--- config.mk ---
export PLATFORM = sky130hd
export DESIGN_NAME = mtt_isqrt
export DESIGN_NICKNAME = d
export VERILOG_FILES = /design/src/mtt_pkg.sv /design/src/mtt_isqrt.sv
export SDC_FILE = /design/constraint.sdc
export NUM_CORES = 2
export LEC_CHECK = 0
export BUFFER_PORTS_ARGS = -buffer_cell sky130_fd_sc_hd__buf_4
export CORE_MARGIN = 4
export CORE_UTILIZATION = 50
export DETAILED_ROUTE_END_ITERATION = 12
export PLACE_DENSITY = 0.68
export SLEW_MARGIN = 30
export SYNTH_ARGS = -nofsm -noshare
export SYNTH_HDL_FRONTEND = slang
export SYNTH_SLANG_ARGS = --single-unit
--- constraint.sdc ---
create_clock -name clk -period 3.4 [get_ports clk]
set_input_delay 0.68 -clock clk [delete_from_list [all_inputs] [get_ports clk]]
set_output_delay 0.68 -clock clk [all_outputs]
set_load 0.05 [all_outputs]
--- src/mtt_pkg.sv ---
// shared widths, latencies, register indexes and sideband types for the move-toward-target step
// no dependencies
package mtt_pkg;

	localparam int CW = 24;
	localparam int DW = CW + 1;
	localparam int SPW = 23;
	localparam int SQW = 2 * DW;
	localparam int RTW = DW;
	localparam int NW = DW + SPW;
	localparam int QW = SPW;
	localparam int SQRT_LAT = RTW;
	localparam int DIV_LAT = QW;

	typedef enum logic [1:0] {
		REG_DEST_X = 2'd0,
		REG_DEST_Y = 2'd1,
		REG_SPEED  = 2'd2,
		REG_TOL    = 2'd3
	} reg_idx_t;

	typedef struct packed {
		logic signed [CW-1:0] pos_x;
		logic signed [CW-1:0] pos_y;
		logic signed [DW-1:0] dx;
		logic signed [DW-1:0] dy;
	} side_t;

	typedef struct packed {
		side_t side;
		logic  arrived;
	} mside_t;

endpackage

--- src/mtt_isqrt.sv ---
// pipelined floor square root, one result bit per register stage
// depends on mtt_pkg
module mtt_isqrt import mtt_pkg::*; (
	input  logic           clk,
	input  logic           en,
	input  logic [SQW-1:0] rad,
	output logic [RTW-1:0] root
);

	logic [SQW-1:0] rad_s  [RTW];
	logic [RTW:0]   rem_s  [RTW];
	logic [RTW-1:0] root_s [RTW];
	logic [SQW-1:0] rad_i  [RTW];
	logic [RTW:0]   rem_i  [RTW];
	logic [RTW-1:0] root_i [RTW];
	logic [SQW-1:0] rad_n  [RTW];
	logic [RTW:0]   rem_n  [RTW];
	logic [RTW-1:0] root_n [RTW];

	always_comb begin
		logic [RTW+2:0] r2;
		logic [RTW+2:0] trial;
		rad_i[0] = rad;
		rem_i[0] = '0;
		root_i[0] = '0;
		for (int k = 1; k < RTW; k++) begin
			rad_i[k] = rad_s[k-1];
			rem_i[k] = rem_s[k-1];
			root_i[k] = root_s[k-1];
		end
		for (int k = 0; k < RTW; k++) begin
			r2 = {rem_i[k], rad_i[k][SQW-1 -: 2]};
			trial = {1'b0, root_i[k], 2'b01};
			if (r2 >= trial) begin
				rem_n[k] = (RTW+1)'(r2 - trial);
				root_n[k] = {root_i[k][RTW-2:0], 1'b1};
			end else begin
				rem_n[k] = r2[RTW:0];
				root_n[k] = {root_i[k][RTW-2:0], 1'b0};
			end
			rad_n[k] = rad_i[k] << 2;
		end
	end

	always_ff @(posedge clk) begin
		if (en) begin
			for (int k = 0; k < RTW; k++) begin
				rad_s[k] <= rad_n[k];
				rem_s[k] <= rem_n[k];
				root_s[k] <= root_n[k];
			end
		end
	end

	assign root = root_s[RTW-1];

endmodule

==> impl_metrics.json <==
{
  "status": "finished clean",
  "pwr_density_cell_mw_per_mm2": 648,
  "grt_first_pass_wirelength_um": 216000,
  "routed_via_density": 5.40,
  "finalInstanceArea_mm2": 0.0788,
  "antenna_found_initial": 0,
  "reg2reg_slack_ns": 0.06,
  "cp-start-kind": "register",
  "vdd_drop_max_uv": 472,
  "start_util": 0.505,
  "slowest_stage": "nor3_1",
  "clock_skew_ns": 0.0342,
  "dp.cells": 7339,
  "highest_layer": "met4",
  "io_buffers": 76,
  "worst_ep_arrival_time_ns": 3.86,
  "cts_num_sinks": 1514,
  "ys_ff_latch": 1514,
  "setup_ws_ns": 0.0557,
  "tightestPinTransition_ns": 0.993,
  "die_h_um": 382,
  "ys_warn_count": 0,
  "grt_max_degree": 123,
  "yosysUniqueCellTypes": 81,
  "max_stage_delay_ns": 0.69,
  "ant_nets": 0,
  "path_cells": "inv_1, ha_1, nand4b_1, nor3_1, nor3_1, nand2_1, or3_1, nand4b_1, nor3b_1, xor2_1",
  "hpwl_um": 97500,
  "ys_seq_area_frac": 0.652,
  "nets": 6046,
  "utilization": 0.571,
  "drt-total-wl_um": 135000,
  "drtIter0Drc": 2927,
  "grt_use_total": 0.184,
  "fin_crit_ns": 3.34,
  "rows": 136,
  "vias": 41200,
  "fillers": 11100,
  "leakage_uw": 0.0304,
  "wl_met1_um": 62700,
  "dominantRegCellSynth": "edfxtp_1",
  "synthCells": 5343,
  "timing.final.crit_share": 0.984,
  "fmax_mhz": 299,
  "gr-total-overflow": 0,
  "syn_nets": 5747,
  "path_clk_slew_ns": 0.06,
  "max-cap-violations": 0,
  "syn_to_final_growth_pct": 13.0,
  "wl_met2_um": 63100,
  "crit_required_ns": 3.92,
  "met3_length_um": 5720,
  "hp-class": "input port to register",
  "syn_area_per_cell_um2": 13.1,
  "drive_gt1_frac": 0.0958,
  "htree_levels": 4,
  "path_class": "register to register",
  "slew_violations": 0,
  "slew_headroom": 0.336,
  "core_mm2": 0.138,
  "cts_buffers": 160,
  "route.detailed.drc": 0,
  "grt_pass1_vias": 40100,
  "clk_path_buf_depth": 3,
  "die_w_um": 382,
  "cts_tree": "done",
  "ys_async_sr_fraction": 0,
  "crit_fanout": 10,
  "clock-root-buffer": "clkbuf_16",
  "ios": 77,
  "setup_violations": 0,
  "synth_area_mm2": 0.0698,
  "wl_per_cell_um": 17.7,
  "gp_congestion": 0.894,
  "pre_cts_slack_ns": -0.329,
  "dieArea_mm2": 0.146,
  "synth-edff-count": 1514,
  "stdcell_count": 7628,
  "drtPass1Iterations": 6,
  "placed_area_mm2": 0.0737,
  "clkLatencyLatePin_ns": 0.78,
  "hold_viol_final": 0,
  "end_kind": "register"
}
-- worst paths after layout --
kind         depth (start not counted)                endpoint                     start
min reg2reg                          0  rad_s[0][66]$_DFFE_PP_    rad_s[0][16]$_DFFE_PP_
max                                 10  rem_s[1][48]$_DFFE_PP_  root_s[0][208]$_DFFE_PP_
min                                  1  rad_s[0][31]$_DFFE_PP_                   rad[31]
max reg2reg                         10  rem_s[1][48]$_DFFE_PP_  root_s[0][208]$_DFFE_PP_
-- worst max-delay path: cells and delay by family (launching register included) --
kind	cells	cell delay [ns]
xor+xnor	1	0.09
fa+ha+maj	1	0.38
simple gates	7	2.15
buf+inv	1	0.06
flops	1	0.39
-- per-stage QoR --
| step | total power (uW) | hold slack [ns] | setup TNS [ns] |
|---|---|---|---|
| finish | 51100 | 0.0776 | 0 |
| detailed placement | 34700 | 0.405 | -0.329 |
| floorplan | 31500 | 0.400 | 0 |
| CTS | 51600 | 0.00329 | 0 |
| global route | 53800 | 0.0214 | -0.120 |
| global placement | 34600 | 0.401 | -0.324 |
-- cells in the final DEF, fill, tap and decap left out, drive strengths merged, types with 36 or more instances in the layout --
| cell | netlist | layout |
|---|---|---|
| edfxtp | 1514 | 1514 |
| inv | 459 | 468 |
| a21oi | 356 | 356 |
| nand2 | 355 | 355 |
| ha | 352 | 352 |
| nor2 | 343 | 343 |
| xnor2 | 269 | 269 |
| o21ai | 265 | 265 |
| buf | 10 | 223 |
| xor2 | 216 | 216 |
| clkbuf | 77 | 196 |
| nor3 | 124 | 124 |
| a21o | 116 | 116 |
| nand3 | 96 | 96 |
| nor4 | 72 | 72 |
| nand4 | 68 | 68 |
| nand2b | 63 | 63 |
| clkinv | 1 | 63 |
| o21a | 61 | 61 |
| nor2b | 56 | 56 |
| mux2 | 46 | 46 |
| or3 | 46 | 46 |
| o31ai | 36 | 36 |
-- report_power, final --
group / total, uW / internal [uW] / switching, uW
Sequential: 24900 / 23500 / 1400
Combinational: 9610 / 4160 / 5450
Clock: 16600 / 9520 / 7070
-- cell usage after synthesis (36+ instances only) --
cell	count	area share
edfxtp_1	1514	0.65
inv_1	459	0.025
a21oi_1	356	0.026
nand2_1	355	0.019
ha_1	352	0.063
nor2_1	343	0.018
xnor2_1	269	0.034
o21ai_0	264	0.019
xor2_1	216	0.027
nor3_1	119	0.0085
a21o_1	116	0.012
nand3_1	94	0.0067
clkbuf_1	77	0.0041
nor4_1	72	0.0065
nand4_1	66	0.0059
nand2b_1	63	0.0057
o21a_1	61	0.0066
nor2b_1	56	0.0050
mux2_2	46	0.0074
or3_1	45	0.0040
o31ai_1	36	0.0039
-- cell type report --
| cell class | instances | area (um2) | share of cell area |
|---|---|---|---|
| antenna | 1 | 2.50 | 0.0000317 |
| clock buffer | 196 | 4160 | 0.0528 |
| tap | 1863 | 2330 | 0.0296 |
| inverter | 460 | 1730 | 0.0219 |
| sequential | 1514 | 45500 | 0.577 |
| multi-input combinational | 3282 | 22300 | 0.283 |
| clock inverter | 88 | 857 | 0.0109 |
| timing repair buffer | 224 | 1970 | 0.0249 |
-- state kept, by name, summed over array words and instances, names as in the netlist --
register and count:
rad_s 600, rem_s 589, root_s 325
-- cell families after synthesis --
group	share of synthesized area
fa+ha+maj	0.0631
buf+inv	0.0295
simple gates	0.0988
flops	0.652
xor+xnor	0.0609
other cells	0.0000538
compound gates	0.0872
mux	0.00857
-- timing repair --
action,in CTS,in global routing
setup endpoints to repair,2,63
endpoints found under the hold margin,1,0
buffers inserted,1,2
resized for setup,3,21
cloned,0,0
hold buffers,1,0
pin swaps,0,1
-- routing by layer --
| metal | global-route usage | vias up |
|---|---|---|
| li1 | - | 20300 |
| met1 | 0.259 | 19900 |
| met2 | 0.297 | 844 |
| met3 | 0.0284 | 243 |
| met4 | 0.0589 | 0 |
| met5 | 0 | - |
(Power assumes the default switching activity.)
