`config.mk`:
```
export PLATFORM = sky130hd
export DESIGN_NAME = mtt_div
export DESIGN_NICKNAME = d
export VERILOG_FILES = /design/src/mtt_pkg.sv /design/src/mtt_div.sv
export SDC_FILE = /design/constraint.sdc
export NUM_CORES = 2
export LEC_CHECK = 0
export BUFFER_PORTS_ARGS = -buffer_cell sky130_fd_sc_hd__buf_2
export CAP_MARGIN = 10
export CORE_AREA = 3 3 368 370
export DETAILED_ROUTE_END_ITERATION = 6
export DIE_AREA = 0 0 371 373
export PLACE_DENSITY = 0.77
export SLEW_MARGIN = 10
export SYNTH_ARGS = -nofsm -noshare
export SYNTH_HDL_FRONTEND = slang
export SYNTH_SLANG_ARGS = --single-unit
```
`constraint.sdc`:
```
create_clock -name clk -period 4 [get_ports clk]
set_input_delay 0.4 -clock clk [delete_from_list [all_inputs] [get_ports clk]]
set_output_delay 0.4 -clock clk [all_outputs]
set_load 0.01 [all_outputs]
```
`src/mtt_pkg.sv`:
```
// shared widths, latencies, register indexes and sideband types for the move-toward-target step
// no dependencies
package mtt_pkg;

	localparam int CW = 24;
	localparam int DW = CW + 1;
	localparam int SPW = 23;
	localparam int SQW = 2 * DW;
	localparam int RTW = DW;
	localparam int NW = DW + SPW;
	localparam int QW = SPW;
	localparam int SQRT_LAT = RTW;
	localparam int DIV_LAT = QW;

	typedef enum logic [1:0] {
		REG_DEST_X = 2'd0,
		REG_DEST_Y = 2'd1,
		REG_SPEED  = 2'd2,
		REG_TOL    = 2'd3
	} reg_idx_t;

	typedef struct packed {
		logic signed [CW-1:0] pos_x;
		logic signed [CW-1:0] pos_y;
		logic signed [DW-1:0] dx;
		logic signed [DW-1:0] dy;
	} side_t;

	typedef struct packed {
		side_t side;
		logic  arrived;
	} mside_t;

endpackage

```
`src/mtt_div.sv`:
```
// pipelined restoring divider, one quotient bit per register stage
// depends on mtt_pkg; quotient must fit QW bits
module mtt_div import mtt_pkg::*; (
	input  logic          clk,
	input  logic          en,
	input  logic [NW-1:0] num,
	input  logic [DW-1:0] den,
	output logic [QW-1:0] quo
);

	logic [DW-1:0] rem_s [QW];
	logic [QW-1:0] low_s [QW];
	logic [DW-1:0] den_s [QW];
	logic [QW-1:0] q_s   [QW];
	logic [DW-1:0] rem_i [QW];
	logic [QW-1:0] low_i [QW];
	logic [DW-1:0] den_i [QW];
	logic [QW-1:0] q_i   [QW];
	logic [DW-1:0] rem_n [QW];
	logic [QW-1:0] q_n   [QW];

	always_comb begin
		logic [DW:0] r2;
		rem_i[0] = num[NW-1:QW];
		low_i[0] = num[QW-1:0];
		den_i[0] = den;
		q_i[0] = '0;
		for (int k = 1; k < QW; k++) begin
			rem_i[k] = rem_s[k-1];
			low_i[k] = low_s[k-1];
			den_i[k] = den_s[k-1];
			q_i[k] = q_s[k-1];
		end
		for (int k = 0; k < QW; k++) begin
			r2 = {rem_i[k], low_i[k][QW-1]};
			if (r2 >= {1'b0, den_i[k]}) begin
				rem_n[k] = DW'(r2 - {1'b0, den_i[k]});
				q_n[k] = {q_i[k][QW-2:0], 1'b1};
			end else begin
				rem_n[k] = r2[DW-1:0];
				q_n[k] = {q_i[k][QW-2:0], 1'b0};
			end
		end
	end

	always_ff @(posedge clk) begin
		if (en) begin
			for (int k = 0; k < QW; k++) begin
				rem_s[k] <= rem_n[k];
				low_s[k] <= low_i[k] << 1;
				den_s[k] <= den_i[k];
				q_s[k] <= q_n[k];
			end
		end
	end

	assign quo = q_s[QW-1];

endmodule

```
==> run_results.csv <==
group,metric,value,unit
routing,detail_route.wirelength.met1,79900,um
timing,layout_worst_path_cycle_share,0.958,
final_layout,design.final.nets,8040,
yosys,yosys-mux-area-fraction,0.0306,
placement,detailedPlacementHpwl,136000,um
final_layout,final_common_cell,"sky130_fd_sc_hd__edfxtp_1",
placement,port_buffers,97,
global_route,grt_first_pass_wirelength,295000,um
placement,post-place-ws,0.0810,ns
yosys,synth_top_family_by_area,"compound AO/OA/AOI/OAI gates",
power_and_ir_drop,total_leakage_power,38.4,nW
yosys,ys_ff_latch,1629,
timing,max_freq,261,MHz
worst_setup_path,critical_path_buf_inv_count,3,
yosys,synth_nets,7724,
die,rows,134,
clocking,clkLatencyLatePin,0.82,ns
routing,routed_via_density,5.99,
final_layout,layout_common_cells,"sky130_fd_sc_hd__edfxtp_1 (1,629), sky130_fd_sc_hd__inv_1 (769), sky130_fd_sc_hd__ha_1 (575)",
worst_setup_path,critical_path.slowest_cell,"sky130_fd_sc_hd__fa_1",
die,fp.dieH,373,um
global_route,grt_max_degree,114,
clocking,cts_max_path_buffers,3,
die,start_util,0.637,
yosys,post_synth_inst_count,7052,
power_and_ir_drop,cellPowerDensity,809,mW/mm2
routing,wirelength,187000,um
yosys,synthXorXnorAreaFrac,0.0449,
die,core-area,0.133,mm2
yosys,synth_seq_area_share,0.578,
clocking,clk_pin_slew,0.06,ns
timing,report.final.setup_viol,0,
die,ios,98,
global_route,grt_antenna_before_repair,2,
die,die-width,371,um
timing,finalHoldViolCount,0,
yosys,yosys.area_share.simple,0.0838,
yosys,top_reg_cell_synth,"sky130_fd_sc_hd__edfxtp_1",
yosys,synth-edff-count,1629,
routing,route.vias.total,55600,
worst_setup_path,cp_data_arrival_time,4.37,ns
yosys,syn_avg_cell_area,12.0,um2
status,status,"finished with violations",
timing,setup-tns-final,0,ns
worst_setup_path,cp.required,4.54,ns
clocking,cts_sinks,1629,
final_layout,syn2layout_area_growth,11.7,%
worst_setup_path,worst_setup_path_start_kind,"flop",
worst_setup_path,crit_path_cell_trace,"inv_1, ha_1, inv_1, fa_1, a21oi_1, o211a_1, o31ai_1, o311a_1, o31ai_1, o2111ai_1, and3_1, buf_4, mux2_2",
placement,place_congestion,0.938,
min_path,hold_path.class,"primary input to flop",
power_and_ir_drop,irDropWorstVdd,0.627,mV
yosys,yosys.area_share.adder,0.0902,
power_and_ir_drop,total_power,76.6,mW
clocking,cts_tree,"built",
routing,wl_met2,92900,um
routing,drt-pass1-iter-count,7,
timing,rsz0062_at_grt,"no",
flow_run,timing.max_cap.violations,0,
clocking,cts_max_level,4,
routing,detail-route-antenna-nets,0,
die,die_area,0.138,mm2
clocking,tritoncts.num_buffers,167,
final_layout,fin_cells,9273,
final_layout,post_route_cells_drive_above_1_share,0.0978,
timing,slew-limit-headroom,0.278,
routing,wl_per_cell,20.2,um
worst_setup_path,worstSetupPathType,"flop to flop",
global_route,overflow,0,
yosys,ys_types,97,
yosys,synth_area,0.0847,mm2
worst_setup_path,timing.critical_path.fanout_max,31,
worst_setup_path,cp_top_family,"compound AO/OA/AOI/OAI gates",
routing,top_signal_layer_used,"met4",
timing,postLayoutSetupSlackWorst,0.170,ns
global_route,first_global_vias,54400,
clocking,clock_root_buffer,"sky130_fd_sc_hd__clkbuf_16",
routing,drcViolationCount,1,
worst_setup_path,end_kind,"flop",
status,violated_checks,"DRC",
timing,timing.clock.skew,0.0525,ns
timing,number_of_max_slew_violations_in_the_final_report,0,
yosys,synth-compound-area-share,0.132,
routing,route.met3.wl,9510,um
timing,worstMarginPinSlew,1.08,ns
timing,timing.final.crit_period,3.83,ns
yosys,synth-warning-count,0,
yosys,ys_async_sr_fraction,0,
worst_setup_path,worst_path_largest_cell_delay,0.41,ns
placement,placed_cells,8891,
routing,drt_first_iter_violations,4877,
global_route,grt_usage,0.269,
==> layer usage <==
layer | vias up | track usage
met1 | 27000 | 0.360
met2 | 1671 | 0.462
met5 | - | 0
li1 | 26600 | -
met3 | 314 | 0.0362
met4 | 0 | 0.0750
==> path summary, 6_finish.rpt <==
path / slack (ns) / endpoint / depth (start not counted) / startpoint
worst max-delay path: 0.17 / rem_s[0][76]$_DFFE_PP_ / 13 / low_s[0][65]$_DFFE_PP_
worst min register to register: 0.41 / low_s[0][99]$_DFFE_PP_ / 0 / low_s[0][76]$_DFFE_PP_
worst max register to register: 0.17 / rem_s[0][76]$_DFFE_PP_ / 13 / low_s[0][65]$_DFFE_PP_
worst min-delay path: 0.03 / low_s[0][72]$_DFFE_PP_ / 1 / en
==> cell families after synthesis <==
kind of cell	count (synthesis)
and+or+nand+nor	1487
adders and majority gates	597
xor gates and xnor gates	434
muxes	227
DFF	1629
AOI/OAI and AO/OA	1771
buffers and inverters	907
==> synthesized netlist by cell type (78+ instances only) <==
cell | number | area (um2)
sky130_fd_sc_hd__edfxtp_1 | 1629 | 48900
sky130_fd_sc_hd__inv_1 | 769 | 2890
sky130_fd_sc_hd__ha_1 | 575 | 7190
sky130_fd_sc_hd__a21oi_1 | 548 | 2740
sky130_fd_sc_hd__nand2_1 | 431 | 1620
sky130_fd_sc_hd__o21ai_0 | 421 | 2110
sky130_fd_sc_hd__nor2_1 | 402 | 1510
sky130_fd_sc_hd__xnor2_1 | 277 | 2430
sky130_fd_sc_hd__a21o_1 | 242 | 1820
sky130_fd_sc_hd__mux2_2 | 192 | 2160
sky130_fd_sc_hd__xor2_1 | 157 | 1380
sky130_fd_sc_hd__nand3_1 | 110 | 551
sky130_fd_sc_hd__clkbuf_1 | 105 | 394
sky130_fd_sc_hd__nor3_1 | 97 | 485
sky130_fd_sc_hd__nand2b_1 | 82 | 513
sky130_fd_sc_hd__nand4_1 | 78 | 488
sky130_fd_sc_hd__o21bai_1 | 78 | 586
==> state kept, by name, indices dropped and copies added (netlist names) <==
signal,flops
rem_s,550
q_s,276
den_s,550
low_s,253
==> worst register-to-register path, delay by kind of cell, from the launching register on <==
kind | cells | cell delay (ns)
AOI/OAI and AO/OA | 6 | 1.64
muxes | 1 | 0.36
DFF | 1 | 0.39
and+or+nand+nor | 1 | 0.19
buffers and inverters | 3 | 0.39
adders and majority gates | 2 | 0.59
==> report_power, final <==
| part | internal [mW] | switching, mW | leakage [nW] | total (mW) |
|---|---|---|---|---|
| Clock | 9.22 | 6.72 | 2.75 | 15.9 |
| Sequential | 24.7 | 2.63 | 15.9 | 27.4 |
| Combinational | 14.6 | 18.7 | 19.7 | 33.3 |
| Total | 48.6 | 28.0 | 38.4 | 76.6 |
==> cell type report <==
class / count / area, um2
Antenna cell: 1 / 2.50
Clock buffer: 198 / 4300
Clock inverter: 107 / 1410
Fill cell: 9031 / 38300
Inverter: 770 / 2890
Multi-Input combinational cell: 4516 / 32400
Sequential cell: 1629 / 48900
Tap cell: 1768 / 2210
Timing Repair Buffer: 284 / 2480
==> what timing repair did <==
item	in CTS	in global routing
endpoints found under the hold margin	72	0
endpoints found under the setup margin	0	74
hold buffers	72	0
gates resized for setup	0	8
setup buffers	0	4
==> metrics by stage <==
| stage | hold WS (ns) | area, um2 | utilization |
|---|---|---|---|
| after detailed placement | 0.405 | 88100 | 0.663 |
| after CTS | 0.0121 | 94500 | 0.711 |
| after floorplan | 0.400 | 84700 | - |
| final | 0.0335 | 94600 | 0.712 |
| after global routing | 0.0319 | 94600 | 0.712 |
| after global placement | 0.400 | 88100 | 0.663 |
(Power assumes the default switching activity.)
